<file path="src/rtl/ffha_pkg.sv">
package ffha_pkg;

  // Heap geometry
  localparam int HEAP_BYTES    = 1024;
  localparam int GRANULE_BYTES = 8;
  localparam int NUM_GRANULES  = HEAP_BYTES / GRANULE_BYTES;
  localparam int GRAN_SHIFT    = $clog2(GRANULE_BYTES);
  localparam int GRAN_AW       = $clog2(NUM_GRANULES);
  localparam int CNT_W         = GRAN_AW + 1;
  localparam int HDR_W         = CNT_W + 1;

  // Field widths
  localparam int REQ_W    = 10;
  localparam int OFF_W    = 10;
  localparam int BYTES_W  = 11;
  localparam int STATUS_W = 3;

  // Actions
  localparam logic ACT_ALLOC = 1'b0;
  localparam logic ACT_FREE  = 1'b1;

  // Result status codes
  localparam logic [STATUS_W-1:0] ST_REUSED   = 3'd0;
  localparam logic [STATUS_W-1:0] ST_EXTENDED = 3'd1;
  localparam logic [STATUS_W-1:0] ST_OOM      = 3'd2;
  localparam logic [STATUS_W-1:0] ST_FREED    = 3'd3;
  localparam logic [STATUS_W-1:0] ST_IGNORED  = 3'd4;

  typedef struct packed {
    logic               action;
    logic [REQ_W-1:0]   request_size;
    logic [OFF_W-1:0]   payload_offset;
  } ffha_in_t;

  typedef struct packed {
    logic [STATUS_W-1:0] status;
    logic [OFF_W-1:0]    granted_offset;
    logic [BYTES_W-1:0]  granted_bytes;
  } ffha_out_t;

endpackage

</file>
<file path="src/rtl/ffha_ram.sv">
module ffha_ram #(
  parameter int WIDTH = 9,
  parameter int DEPTH = 128,
  parameter int AW    = $clog2(DEPTH)
) (
  input  logic             clk,
  input  logic             we,
  input  logic [AW-1:0]    waddr,
  input  logic [WIDTH-1:0] wdata,
  input  logic [AW-1:0]    raddr,
  output logic [WIDTH-1:0] rdata
);

  logic [WIDTH-1:0] mem [DEPTH];

  // Write port
  always_ff @(posedge clk) begin
    if (we) begin
      mem[waddr] <= wdata;
    end
  end

  // Registered read port
  always_ff @(posedge clk) begin
    rdata <= mem[raddr];
  end

endmodule

</file>
<file path="src/rtl/first_fit_heap_allocator_core.sv">
// Free reads the block header and writes it back marked free; an invalid free is ignored.
// Allocate walks the block headers for a free block to reuse, else extends at the top mark.
// Throughput: one item at a time; the header walk reads one header per cycle.
// A result waiting at the output does not block taking the next item, but holds it in S_OUT.
// Reset (rst_n low, synchronous): top mark cleared to zero, control idle, no result
// pending. The header store is not cleared.
module first_fit_heap_allocator_core import ffha_pkg::*; (
  input  logic      clk,
  input  logic      rst_n,
  input  logic      in_valid,
  output logic      in_stall,
  input  ffha_in_t  in_data,
  output logic      out_valid,
  input  logic      out_stall,
  output ffha_out_t out_data
);

  localparam logic [2:0] S_IDLE = 3'd0;
  localparam logic [2:0] S_WALK = 3'd1;
  localparam logic [2:0] S_EXT  = 3'd2;
  localparam logic [2:0] S_FREE = 3'd3;
  localparam logic [2:0] S_OUT  = 3'd4;

  logic [2:0]          state_r, state_nxt;
  logic [CNT_W-1:0]    top_r, top_nxt;
  logic [CNT_W-1:0]    g_r, g_nxt;
  logic [CNT_W-1:0]    need_r, need_nxt;
  logic [GRAN_AW-1:0]  fg_r, fg_nxt;
  logic [STATUS_W-1:0] res_status_r, res_status_nxt;
  logic [GRAN_AW-1:0]  res_gran_r, res_gran_nxt;
  logic [CNT_W-1:0]    res_size_r, res_size_nxt;
  logic                out_valid_r, out_valid_nxt;
  ffha_out_t           out_data_r, out_data_nxt;

  logic                ram_we;
  logic [GRAN_AW-1:0]  ram_waddr;
  logic [HDR_W-1:0]    ram_wdata;
  logic [GRAN_AW-1:0]  ram_raddr;
  logic [HDR_W-1:0]    ram_rdata;

  logic [REQ_W:0]      req_sum;
  logic [CNT_W-1:0]    in_need;
  logic [GRAN_AW-1:0]  off_gran;
  logic [GRAN_AW-1:0]  free_gran;
  logic                free_skip;
  logic [CNT_W-1:0]    hdr_size;
  logic [CNT_W:0]      walk_next;
  logic [CNT_W:0]      top_sum;
  logic [CNT_W-1:0]    gran_plus;
  logic [BYTES_W-1:0]  off_full;
  logic                out_free;

  ffha_ram #(.WIDTH(HDR_W), .DEPTH(NUM_GRANULES)) u_hdr_ram (
    .clk   (clk),
    .we    (ram_we),
    .waddr (ram_waddr),
    .wdata (ram_wdata),
    .raddr (ram_raddr),
    .rdata (ram_rdata)
  );

  // Decode incoming request
  assign req_sum   = (REQ_W+1)'(in_data.request_size) + (REQ_W+1)'(2*GRANULE_BYTES - 1);
  assign in_need   = CNT_W'(req_sum >> GRAN_SHIFT);
  assign off_gran  = in_data.payload_offset[OFF_W-1:GRAN_SHIFT];
  assign free_gran = off_gran - GRAN_AW'(1);
  assign free_skip = (in_data.payload_offset == '0)
                  || (in_data.payload_offset[GRAN_SHIFT-1:0] != '0)
                  || ({1'b0, free_gran} >= top_r);

  // Walk arithmetic on the header just read
  assign hdr_size  = ram_rdata[HDR_W-1:1];
  assign walk_next = {1'b0, g_r} + {1'b0, hdr_size};
  assign top_sum   = {1'b0, top_r} + {1'b0, need_r};

  assign in_stall  = (state_r != S_IDLE);
  assign out_free  = !out_valid_r || !out_stall;

  // Result formatting
  assign gran_plus = {1'b0, res_gran_r} + CNT_W'(1);
  assign off_full  = BYTES_W'({gran_plus, {GRAN_SHIFT{1'b0}}});

  // Sequencer: walk, extend, free and hand off
  always_comb begin
    state_nxt      = state_r;
    top_nxt        = top_r;
    g_nxt          = g_r;
    need_nxt       = need_r;
    fg_nxt         = fg_r;
    res_status_nxt = res_status_r;
    res_gran_nxt   = res_gran_r;
    res_size_nxt   = res_size_r;
    out_valid_nxt  = out_valid_r;
    out_data_nxt   = out_data_r;
    ram_we         = 1'b0;
    ram_waddr      = fg_r;
    ram_wdata      = '0;
    ram_raddr      = '0;

    // drop the output item once taken
    if (out_valid_r && !out_stall) begin
      out_valid_nxt = 1'b0;
    end

    unique case (state_r)
      S_IDLE: begin
        if (in_valid) begin
          if (in_data.action == ACT_ALLOC) begin
            need_nxt  = in_need;
            g_nxt     = '0;
            ram_raddr = '0;
            state_nxt = (top_r == '0) ? S_EXT : S_WALK;
          end else if (free_skip) begin
            res_status_nxt = ST_IGNORED;
            state_nxt      = S_OUT;
          end else begin
            fg_nxt    = free_gran;
            ram_raddr = free_gran;
            state_nxt = S_FREE;
          end
        end
      end
      S_WALK: begin
        if (hdr_size == '0) begin
          state_nxt = S_EXT;
        end else if (!ram_rdata[0] && hdr_size >= need_r) begin
          ram_we         = 1'b1;
          ram_waddr      = g_r[GRAN_AW-1:0];
          ram_wdata      = ram_rdata | HDR_W'(1);
          res_status_nxt = ST_REUSED;
          res_gran_nxt   = g_r[GRAN_AW-1:0];
          res_size_nxt   = hdr_size;
          state_nxt      = S_OUT;
        end else begin
          g_nxt     = walk_next[CNT_W-1:0];
          ram_raddr = walk_next[GRAN_AW-1:0];
          if (walk_next >= {1'b0, top_r}) begin
            state_nxt = S_EXT;
          end
        end
      end
      S_EXT: begin
        if (top_sum > (CNT_W+1)'(NUM_GRANULES)) begin
          res_status_nxt = ST_OOM;
        end else begin
          ram_we         = 1'b1;
          ram_waddr      = top_r[GRAN_AW-1:0];
          ram_wdata      = {need_r, 1'b1};
          top_nxt        = top_sum[CNT_W-1:0];
          res_status_nxt = ST_EXTENDED;
          res_gran_nxt   = top_r[GRAN_AW-1:0];
          res_size_nxt   = need_r;
        end
        state_nxt = S_OUT;
      end
      S_FREE: begin
        ram_we         = 1'b1;
        ram_waddr      = fg_r;
        ram_wdata      = {hdr_size, 1'b0};
        res_status_nxt = ST_FREED;
        state_nxt      = S_OUT;
      end
      S_OUT: begin
        // hold until the output register is free
        if (out_free) begin
          out_valid_nxt        = 1'b1;
          out_data_nxt.status  = res_status_r;
          if (res_status_r == ST_REUSED || res_status_r == ST_EXTENDED) begin
            out_data_nxt.granted_offset = off_full[OFF_W-1:0];
            out_data_nxt.granted_bytes  = BYTES_W'({res_size_r, {GRAN_SHIFT{1'b0}}});
          end else begin
            out_data_nxt.granted_offset = '0;
            out_data_nxt.granted_bytes  = '0;
          end
          state_nxt = S_IDLE;
        end
      end
      default: begin
        state_nxt = S_IDLE;
      end
    endcase
  end

  // Control registers
  always_ff @(posedge clk) begin
    if (!rst_n) begin
      state_r     <= S_IDLE;
      top_r       <= '0;
      out_valid_r <= 1'b0;
    end else begin
      state_r     <= state_nxt;
      top_r       <= top_nxt;
      out_valid_r <= out_valid_nxt;
    end
  end

  // Payload registers
  always_ff @(posedge clk) begin
    g_r          <= g_nxt;
    need_r       <= need_nxt;
    fg_r         <= fg_nxt;
    res_status_r <= res_status_nxt;
    res_gran_r   <= res_gran_nxt;
    res_size_r   <= res_size_nxt;
    out_data_r   <= out_data_nxt;
  end

  assign out_valid = out_valid_r;
  assign out_data  = out_data_r;

endmodule

</file>
<file path="config.mk">
export PLATFORM = sky130hd
export DESIGN_NAME = first_fit_heap_allocator_core
export DESIGN_NICKNAME = d
export VERILOG_FILES = /design/src/rtl/ffha_pkg.sv /design/src/rtl/ffha_ram.sv /design/src/rtl/first_fit_heap_allocator_core.sv
export SDC_FILE = /design/constraint.sdc
export NUM_CORES = 1
export LEC_CHECK = 0
export BUFFER_PORTS_ARGS = -buffer_cell sky130_fd_sc_hd__buf_4
export CAP_MARGIN = 15
export CORE_AREA = 4 4 363 365
export DETAILED_ROUTE_END_ITERATION = 12
export DIE_AREA = 0 0 367 369
export SKIP_CTS_REPAIR_TIMING = 1
export SLEW_MARGIN = 10
export SYNTH_ARGS = -nofsm -noshare
export SYNTH_HDL_FRONTEND = slang
export SYNTH_SLANG_ARGS = --single-unit
</file>
<file path="constraint.sdc">
create_clock -name clk -period 12.03 [get_ports clk]
set_input_delay 2.406 -clock clk [delete_from_list [all_inputs] [get_ports clk]]
set_output_delay 2.406 -clock clk [all_outputs]
set_load 0.005 [all_outputs]
</file>
Yosys cells after proc, flatten, opt, wreduce, memory -nomap -nowiden
Memory sizes are Yosys's and may differ from the RTL's. A register that Yosys moved wholly into a read port is not among the register bits.
Cells that the tools add are included.
{"block": "totals", "reg_bits": 77, "ram_bits": 1152, "output_inout_bits": 26, "word_cells": 122, "mem_count": 1}
{"name": "u_hdr_ram.mem", "words": 128, "word_bits": 9, "read_ports": 1, "rd_clocked_by_memory_dff": 1, "write_ports": 1, "line_no": "ffha_ram.sv:14", "source": "logic [WIDTH-1:0] mem [DEPTH];"}
{"block": "classes", "add_sub_neg": 5, "n_lt_le_gt_ge": 4, "n_eq_ne": 15, "mux": 52, "n_bitwise": 3, "n_reduce_logical": 28}
{"operator": "$mux W7", "count": 11}
{"operator": "$mux W8", "count": 7}
{"operator": "$pmux W7 S2", "count": 3}
{"operator": "$mux W3", "count": 12}
{"operator": "$pmux W8 S2", "count": 2}
{"operator": "$mux W9", "count": 3}
{"operator": "$pmux W9 S3", "count": 1}
{"operator": "$pmux W3 S4", "count": 2}
{"operator": "$add A8 B8 Y9", "count": 2}
{"operator": "$ne A2 B2 Y1 const B", "count": 9}
{"operator": "$logic_not A8 Y1", "count": 2}
{"operator": "$add A10 B4 Y11 const B", "count": 1}
{"operator": "$logic_not A10 Y1", "count": 1}
{"operator": "$ge A9 B8 Y1", "count": 1}
{"operator": "$gt A9 B8 Y1 const B", "count": 1}
{"operator": "$ge A7 B8 Y1", "count": 1}
{"operator": "$ge A8 B8 Y1", "count": 1}
{"operator": "$mux W1", "count": 8}
{"operator": "$reduce_and A4 Y1", "count": 2}
{"operator": "$add A7 B1 Y7 const B", "count": 1}
{"operator": "$sub A7 B1 Y7 const B", "count": 1}
{"operator": "$eq A3 B1 Y1 const B", "count": 2}
{"operator": "$eq A3 B2 Y1 const B", "count": 2}
{"operator": "$logic_not A3 Y1", "count": 2}
{"operator": "other kinds (16)", "count": 29}

Longest topological paths before layout
Gate-level depths: netlist of the first run.
{"block": "depth", "ltp_word": 7, "mapped_depth": 22, "depth_no_buf": 17}

Modules after synthesis
Synthesis of the first run repeated with hierarchy kept, for this count alone.
{"block": "unflattened", "hier_cells": 2267, "area_unflattened_um2": 49164.7}
{"module": "ffha_ram", "n_inst": 1, "cells_per_inst": 1816, "area_each_um2": 44529.0, "seq_area_each_um2": 34773.4}
{"module": "first_fit_heap_allocator_core", "n_inst": 1, "cells_per_inst": 451, "area_each_um2": 4635.7, "seq_area_each_um2": 2011.9}

Least setup slack after synthesis of the first run
No wires, ideal clock.
{"block": "synth_timing", "path_type": "flip-flop to flip-flop", "from": "register top_r[0]", "to": "memory u_hdr_ram.mem[0][2], data pin", "setup_time_ps": 1197, "arrival_time_ps": 7389, "setup_slack_ps": 3444, "path_stages_with_launch": 14, "n_path_buf": 2, "path_cell_list": "dfxtp_1 -> ha_1 -> inv_1 -> fa_1 -> nor2b_1 -> o21ai_1 -> a21boi_1 -> o21ai_1 -> a21boi_0 -> o211a_1 -> o211ai_1 -> clkbuf_1 -> clkbuf_1 -> o21ai_0"}
{"block": "synth_between", "elab_chain_len": 4}
{"item": "from (decl)", "line_no": "first_fit_heap_allocator_core.sv:25", "source": "logic [CNT_W-1:0] top_r, top_nxt;"}
{"item": "from (signal assigned)", "line_no": "first_fit_heap_allocator_core.sv:192", "source": "top_r <= top_nxt;"}
{"item": "$add A8 B8 Y9", "line_no": "first_fit_heap_allocator_core.sv:74", "source": "assign top_sum = {1'b0, top_r} + {1'b0, need_r};"}
{"item": "$gt A9 B8 Y1", "line_no": "first_fit_heap_allocator_core.sv:143", "source": "if (top_sum > (CNT_W+1)'(NUM_GRANULES)) begin"}
{"item": "$mux W9", "line_no": "first_fit_heap_allocator_core.sv:143"}
{"item": "$pmux W9 S3", "line_no": "first_fit_heap_allocator_core.sv:105", "source": "unique case (state_r)"}
{"item": "net ram_wdata[2]", "line_no": "first_fit_heap_allocator_core.sv:37", "source": "logic [HDR_W-1:0] ram_wdata;"}
{"item": "to (decl)", "line_no": "ffha_ram.sv:14"}
The timed path passes the listed nets, and every way through them passes these cells.

Final worst setup path of the first run
{"block": "layout_timing", "from": "input in_data[3] (netlist name)", "to": "register u_hdr_ram.rdata[6] (read register of u_hdr_ram.mem)"}
{"block": "layout_between", "elab_chain_len": 7, "word_cells_on_any_way": 9, "cone_classes": "1 x add/sub; 1 x order compare; 4 x mux; 3 x reduce/logical"}
{"item": "from (decl)", "line_no": "first_fit_heap_allocator_core.sv:12", "source": "input ffha_in_t in_data,"}
{"item": "$sub A7 B1 Y7 (*)", "line_no": "first_fit_heap_allocator_core.sv:66", "source": "assign free_gran = off_gran - GRAN_AW'(1);"}
{"item": "net free_gran[0]", "line_no": "first_fit_heap_allocator_core.sv:44", "source": "logic [GRAN_AW-1:0] free_gran;"}
{"item": "$ge A7 B8 Y1", "line_no": "first_fit_heap_allocator_core.sv:69", "source": "|| ({1'b0, free_gran} >= top_r);"}
{"item": "$logic_or A1 B1 Y1", "line_no": "first_fit_heap_allocator_core.sv:69"}
{"item": "$mux W7 (*)", "line_no": "first_fit_heap_allocator_core.sv:113", "source": "end else if (free_skip) begin"}
{"item": "$mux W7 (*)", "line_no": "first_fit_heap_allocator_core.sv:108", "source": "if (in_data.action == ACT_ALLOC) begin"}
{"item": "$mux W7 (*)", "line_no": "first_fit_heap_allocator_core.sv:107", "source": "if (in_valid) begin"}
{"item": "$pmux W7 S2 (*)", "line_no": "first_fit_heap_allocator_core.sv:105"}
{"item": "to (decl)", "line_no": "ffha_ram.sv:11", "source": "output logic [WIDTH-1:0] rdata"}
Mark *: on every way through the listed nets, which the timed path passes. The rest lies on a longest branch.
A chain may end at the register's enable or synchronous reset.

==> results of run 1 <==
==> cells by family after synthesis <==
kind of cell    after synthesis  share of synthesized area
compound gates              652                     0.0906
xor+xnor                     27                    0.00463
fa+ha+maj                    43                     0.0108
buf+inv                     289                     0.0291
flops                      1232                      0.720
mux                          94                     0.0187
other cells                   1                  0.0000734
simple gates               1446                      0.126
==> state kept, by name, summed over array words and instances, names as in the netlist, 7 cells and up <==
name	count
u_hdr_ram.rdata	9
out_data	18
res_size_r	8
g_r	8
res_gran_r	7
fg_r	7
u_hdr_ram.mem	1152
top_r	8
need_r	8
==> cell type report <==
class	count	area, sq um
Tap cell	1675	2100
Antenna cell	1	2.50
Sequential cell	1232	36800
Clock buffer	156	3310
Inverter	35	134
Timing Repair Buffer	116	951
Multi-Input combinational cell	2268	13100
Fill cell	11400	71800
Clock inverter	70	602
==> stage by stage <==
| step | power [mW] | utilization | area (sq um) | hold slack (ns) |
|---|---|---|---|---|
| 2_1_floorplan | 7.80 | - | 51100 | 0.400 |
| 3_3_place_gp | 9.26 | 0.411 | 53000 | 0.407 |
| 3_5_place_dp | 9.31 | 0.412 | 53000 | 0.405 |
| 4_1_cts | 13.0 | 0.442 | 57000 | 0.420 |
| 5_1_grt | 13.5 | 0.442 | 57000 | 0.431 |
| 6_report | 13.1 | 0.442 | 57000 | 0.419 |
==> power by group <==
group          total (mW)  internal (mW)  switching (mW)
combinational        3.99           1.08            2.91
sequential           5.31           5.18           0.125
clock                3.77           2.16            1.61
==> critical path, stage by stage <==
cell,delay (ns)
buf_4,0.11
inv_1,0.05
ha_1,0.23
nor3b_1,0.16
xnor2_1,0.44
inv_1,0.25
ha_1,0.34
nand4_1,0.11
nor3_1,0.45
or4_4,0.39
and2_4,0.72
buf_12,0.51
o311ai_1,0.18
a31oi_1,0.28
o22ai_1,0.14
and3_1,0.22
o41ai_1,0.92
o32a_1,0.26
==> layout by cell type (no fill, tap or decap), types with 19 or more instances in the layout <==
cell type	Yosys	layout
edfxtp_1	1211	1211
nand2_1	792	791
nand3_1	182	181
nor2_1	170	163
and3_1	161	161
a31oi_1	129	129
a211oi_1	128	127
clkbuf_16	0	127
buf_4	28	107
mux2i_1	83	83
o21ai_0	85	78
a21oi_1	60	60
a32oi_1	49	49
ha_1	41	41
inv_1	35	34
clkinv_1	0	32
clkbuf_1	87	27
nor3_1	23	23
a311oi_1	22	22
clkinv_2	0	22
o211ai_1	21	21
dfxtp_1	21	21
nand4_1	19	19
==> path summary, 6_finish.rpt <==
| path | start | to | slack (ns) |
|---|---|---|---|
| max | in_data[3] | u_hdr_ram.rdata[6] | 4.26 |
| min | res_status_r[0] | out_data[21] | 0.42 |
| max reg2reg | top_r[0] | u_hdr_ram.mem[123][1] | 5.56 |
| min reg2reg | res_status_r[0] | out_data[21] | 0.42 |
==> routing by layer <==
layer  share of wire  GRT usage
met4           0.041     0.0875
met2            0.46      0.342
met5         0.00053    0.00392
met1            0.40      0.296
met3           0.094     0.0462
==> summary by stage, run 1 <==
Detailed routing
The first-iteration detailed-routing DRC count is 3981. The mean routed wirelength per cell is 27.3 um. Summed over all layers, the routed wires come to 152 mm. For this run, design rule violations remaining after detail routing come to 0. Once detail routing completed, the nets flagged for antenna violations numbered 0. Summing over every cut layer, the via total after detailed routing is 33.0k. Before antenna repair, the detailed router went through 6 iterations. The vias per cell is 5.94.

STA
Setup repair after global routing left no endpoint under its margin. The clock period minus final worst setup slack is 7.77 ns. The setup TNS after final layout is 0 ns.

The largest clock skew in the final design is 0.0318 ns. The top achievable clock speed is 129 MHz. The slew of the pin with the lowest slew margin is 1.34 ns. Dividing the final minimum period by the clock period gives 0.646. The number of pins with negative max-slew slack in the final report is 0.

Measured against its own limit, the worst slew margin works out to 0.105. The number of setup violations in the final report is 0. The final number of hold-violating endpoints is 0. Setup slack on the critical path of the routed design comes to 4.26 ns.

Synth
For this run, asynchronously set or reset flops after synthesis account for 0. The Yosys step of the flow raised 0 warnings. In this run, synthesis produced a sequential element count of 1232. The portion of synthesized cell area occupied by the leading cell type is 0.711. The synthesized netlist occupies a cell area of 51100 sq um.

By area the synthesized netlist is led by edfxtp_1, nand2_1, and3_1. The gate count after technology mapping is 3784. The post-synthesis area per instance is 13.5 sq um.

Yosys mapped a number of flops with a built-in enable equal to 1211. The leading area contributor after synthesis is edfxtp_1. The leading register cell type out of synthesis is edfxtp_1. The count of unique library cells instantiated by Yosys is 86. Counting instances in the post-synthesis netlist gives the leading cell types as edfxtp_1, nand2_1, nand3_1. Yosys instantiated no cell more often than edfxtp_1. The share of the Yosys chip area taken by registers is 0.720.

Placed design
The total of buffers placed on input and output ports is 44. The routability congestion estimate is 0.849. Detailed placement ended at an HPWL of 88.2 mm.

After detailed placement, the design holds a cell count of 5324. The pre-CTS worst setup slack is 3.76 ns.

Critical path
The startpoint kind of the worst setup timing path is an input pin. The data arrival time of the critical path is 8.43 ns. The number of cells traversed by the worst register-to-register path is 14. The critical path start-end classification is input pin to flop.

The required time of the critical path is 12.68 ns. In this run the worst path has a maximum fanout of 147. The critical path capture point type is a flop.

Global routing
The maximum number of pins on one net before global-route repair is 156. The initial antenna violation count is 3. In the global route stage, overall resource usage came out at 0.218. The first global-routing pass estimated 220 mm of wire.

The number of global-route vias before repair came to 31.2k. For this run the aggregate overflow at the end of global routing stands at 0.

Worst hold path
The worst hold-check path type is flop to flop. The number of cells traversed by the worst hold path is 0.

Clock tree
The clock insertion delay at the later pin of the skew report is 0.72 ns. TritonCTS created 121 clock buffers. The clock slew at the register clock pins of the worst setup and hold paths is 0.06 ns. The H-tree was split into 3 levels.

The clock tree from TritonCTS is built. The number of clock sinks is 1232. The buffer type at the clock tree root is clkbuf_16. The clock passes through at most 3 buffers.

Cells and area
The net total in the final layout is 3842. The share of cells above drive strength 1 is 0.0898. For this run, the number of standard cells in the final layout without fillers is 5553. Compared with the post-synthesis result, the final layout area differs by 11.4%.

Power and ir drop
The standby leakage power is 19.2 nW. For this design the ratio of total power to cell area is 229 nW/um^2. The worst-case IR drop observed on VDD is 0.000178 V.

Floorplan
The die covers 135000 sq um. The die boundary height is 369 um. The number of core rows is 132.

In this run the count of I/O pins placed on the die edge is 51. The core region is 129000 sq um. The die is 367 um wide. For this configuration, the core starts out at a cell density of 0.397.

Status
The run finished with clean final reports.

Flow run
The max-capacitance violation count is 0.
(Power assumes the default switching activity.)
==> inputs of run 2 (changes only) <==
- clock period: 12.03 -> 8.03 ns (I/O delays scaled with it)
==> run 2 against run 1 <==
Net effect:
- sequential power up 49%
- sequential share of layout area down 0.61 points
- critical path depth down 4
- via count up 0.40%
- critical path type is now flop to flop
- global-route usage up 0.24 points
- setup slack worse by 2.8 ns
- highest routed layer unchanged
- die area unchanged
- register-to-register slack worse by 4.1 ns
- hold slack better by 0.010 ns
- first-iteration DRC count up 4.2%
==> summary by stage, run 2 (synthesis gave the netlist of run 1 again) <==
Power and ir drop
The power per cell area is 348 nW/um^2 (+52%). The total power is 20.0 mW (+53%). The maximum resistive drop on vdd is 0.000220 V (+23%). The standby leakage power is 19.5 nW (+1.7%).

STA
Setup repair after global routing left no endpoint under its margin. The largest clock skew in the final design is 0.0183 ns (-0.0135 ns). The number of setup violations in the final report was 0 (unchanged). The number of pins with negative max-slew slack in the final report is 0 (unchanged). The final number of hold-violating endpoints is 0 (unchanged).

The worst slew slack as a fraction of its limit is 0.132 (+0.0270). The worst-case hold slack is 0.429 ns (+0.0101 ns). The slew of the pin with the lowest slew margin is 1.30 ns (-0.0404 ns).

Subtracting the final worst setup slack from the clock period gives 6.57 ns. The final clock period utilization by the worst path is 0.818. The setup TNS after final layout came to 0 ns (unchanged).

Based on the critical path, the design can be clocked at up to 152 MHz.

Cells and area
The area of all placed cells without fillers is 57500 sq um (+0.96%). The net total in the final layout is 3888 (+1.2%). The area added between synthesis and finish is 12.5%. The number of fill cells is 11.4k (-0.39%). The number of antenna cells inserted is 0 (-1). The largest register by flop count is u_hdr_ram.mem. The share of cells above drive strength 1 was 0.101 (+0.0111).

The non-filler instance count after layout is 5602 (+0.88%). The flip-flop count of the largest register after layout is 1152 (unchanged). In the layout the commonest cells are edfxtp_1, nand2_1, nand3_1.

The most common library cell in the layout ignoring fill and taps is edfxtp_1.

Worst hold path
In this run the most critical hold path is launched from res_status_r[0]. The worst hold-check path type is flop to flop.

Critical path
The cell family contributing the most delay on the critical path is simple AND/OR/NAND/NOR gates. The buffering stage count on the worst path with inverters included is 1 (-3). The longest individual stage delay on the worst path was 1.17 ns (+0.25 ns).

The signal on the critical path passes through ha_1 -> inv_1 -> fa_1 -> nor2b_1 -> o21ai_1 -> a21boi_1 -> o21ai_1 -> a21boi_0 -> o211a_1 -> o211a_1 -> nor2_2 -> a21oi_1 -> or4b_2 -> nor2_1. The required time of the critical path came to 8.38 ns (-4.30 ns). The critical path's slowest cell is or4b_2. The critical path start-end classification is flop to flop. The largest fanout of any net on the critical path is 19 (-87%). The worst setup path startpoint is top_r[0]. The worst setup path is captured at a flop. The startpoint identified for the worst register-to-register timing path is top_r[0]. The startpoint kind of the worst setup timing path is a flop. The data arrival time of the critical path was 6.92 ns (-1.51 ns).

Global routing
The maximum number of pins on one net before global-route repair is 129 (-17%). The total overflow reported by the global router is 0 (unchanged). The initial antenna violation count was 2 (-1). The global-route total usage across every layer came to 0.220 (+0.00240).

The number of global-route vias before repair came to 31.6k (+1.2%). The wire length of the first global-routing pass is 222 mm (+0.64%).

Placed design
The post-detailed-placement half-perimeter wirelength is 90.5 mm (+2.6%). The total placed cells including tap cells came to 5362 (+0.71%). The routability congestion estimate is 0.869 (+2.3%). The total of buffers placed on input and output ports is 44 (unchanged). The placed instance area is 53400 sq um (+0.70%).

Detailed routing
The first-iteration detailed-routing DRC count is 4147 (+4.2%). The count of nets left with antenna violations after detail routing is 0 (unchanged). The vias per cell is 5.91 (-0.48%). The number of detailed-route iterations in the first pass came to 6 (unchanged). The mean routed wirelength per cell is 27.3 um (-0.11%).

The count of vias placed by the detailed router came to 33.1k (+0.40%). The DRC violation count after routing is 0 (unchanged). The sum of routed wire length over all layers is 153 mm (+0.77%).

Clock tree
TritonCTS built the clock tree. The buffer type at the clock tree root is clkbuf_16. The clock insertion delay at the later pin of the skew report was 0.74 ns (+0.02 ns).

The maximum clock insertion buffer count is 3 (unchanged). The clock slew at the register clock pins of the worst setup and hold paths is 0.06 ns (about the same). The number of clock sinks is 1232 (unchanged).

The TritonCTS buffer count is 131 (+8.3%). The number of H-tree levels was 4 (+1).

Flow run
The max-capacitance violation count is 0 (unchanged).

Floorplan
The floorplan die width came to 367 um (unchanged). The I/O pin total is 51 (unchanged). The area of the die came to 135000 sq um (unchanged).

The standard cell core area came to 129000 sq um (unchanged). The die boundary height was 369 um (unchanged). The number of core rows came to 132 (unchanged).

The initial core utilization came to 0.397 (unchanged).

Status
The run finished with clean final reports.
run 2: changes by cell type in the layout (fill, tap and decap cells not counted), sizes merged:
cell      previous run  this run
bufinv              11         8
inv                 36        47
clkinv              56        51
diode                1         0
clkinvlp             2         1
clkbuf             156       168
buf                116       152
run 2: path summary, 6_finish.rpt:
kind | to | slack, ns | depth (start not counted)
max reg2reg | u_hdr_ram.mem[59][7] | 1.46 | 14
min reg2reg | out_data[21] | 0.43 | 0
min | out_data[21] | 0.43 | 0
max | u_hdr_ram.mem[59][7] | 1.46 | 14
run 2: metrics by stage:
stage | worst slack [ns] | util
final | 1.46 | 0.447
after global routing | 1.24 | 0.447
after CTS | 1.59 | 0.447
after detailed placement | 0.849 | 0.415
after global placement | 0.838 | 0.415
after floorplan | -0.556 | -
run 2: power by group:
| group | switching [mW] | internal [mW] |
|---|---|---|
| sequential | 0.169 | 7.76 |
| clock | 2.51 | 3.35 |
| combinational | 4.50 | 1.73 |
| total | 7.19 | 12.8 |
run 2: cell type report:
type	count	area, sq um	share of cell area
clock buffers	168	3490	0.0607
inverters	35	134	0.00233
multi-input cells	2268	13100	0.227
clock inverters	72	619	0.0108
well taps	1675	2100	0.0364
flip-flops and latches	1232	36800	0.639
repair buffers	152	1330	0.0231
run 2: layer usage:
metal	vias to the layer above	routed length [um]	global-route usage
li1	14400	-	-
met1	16600	61200	0.296
met2	1756	70400	0.346
met3	334	14600	0.0476
met4	4	6710	0.0942
met5	-	27	0
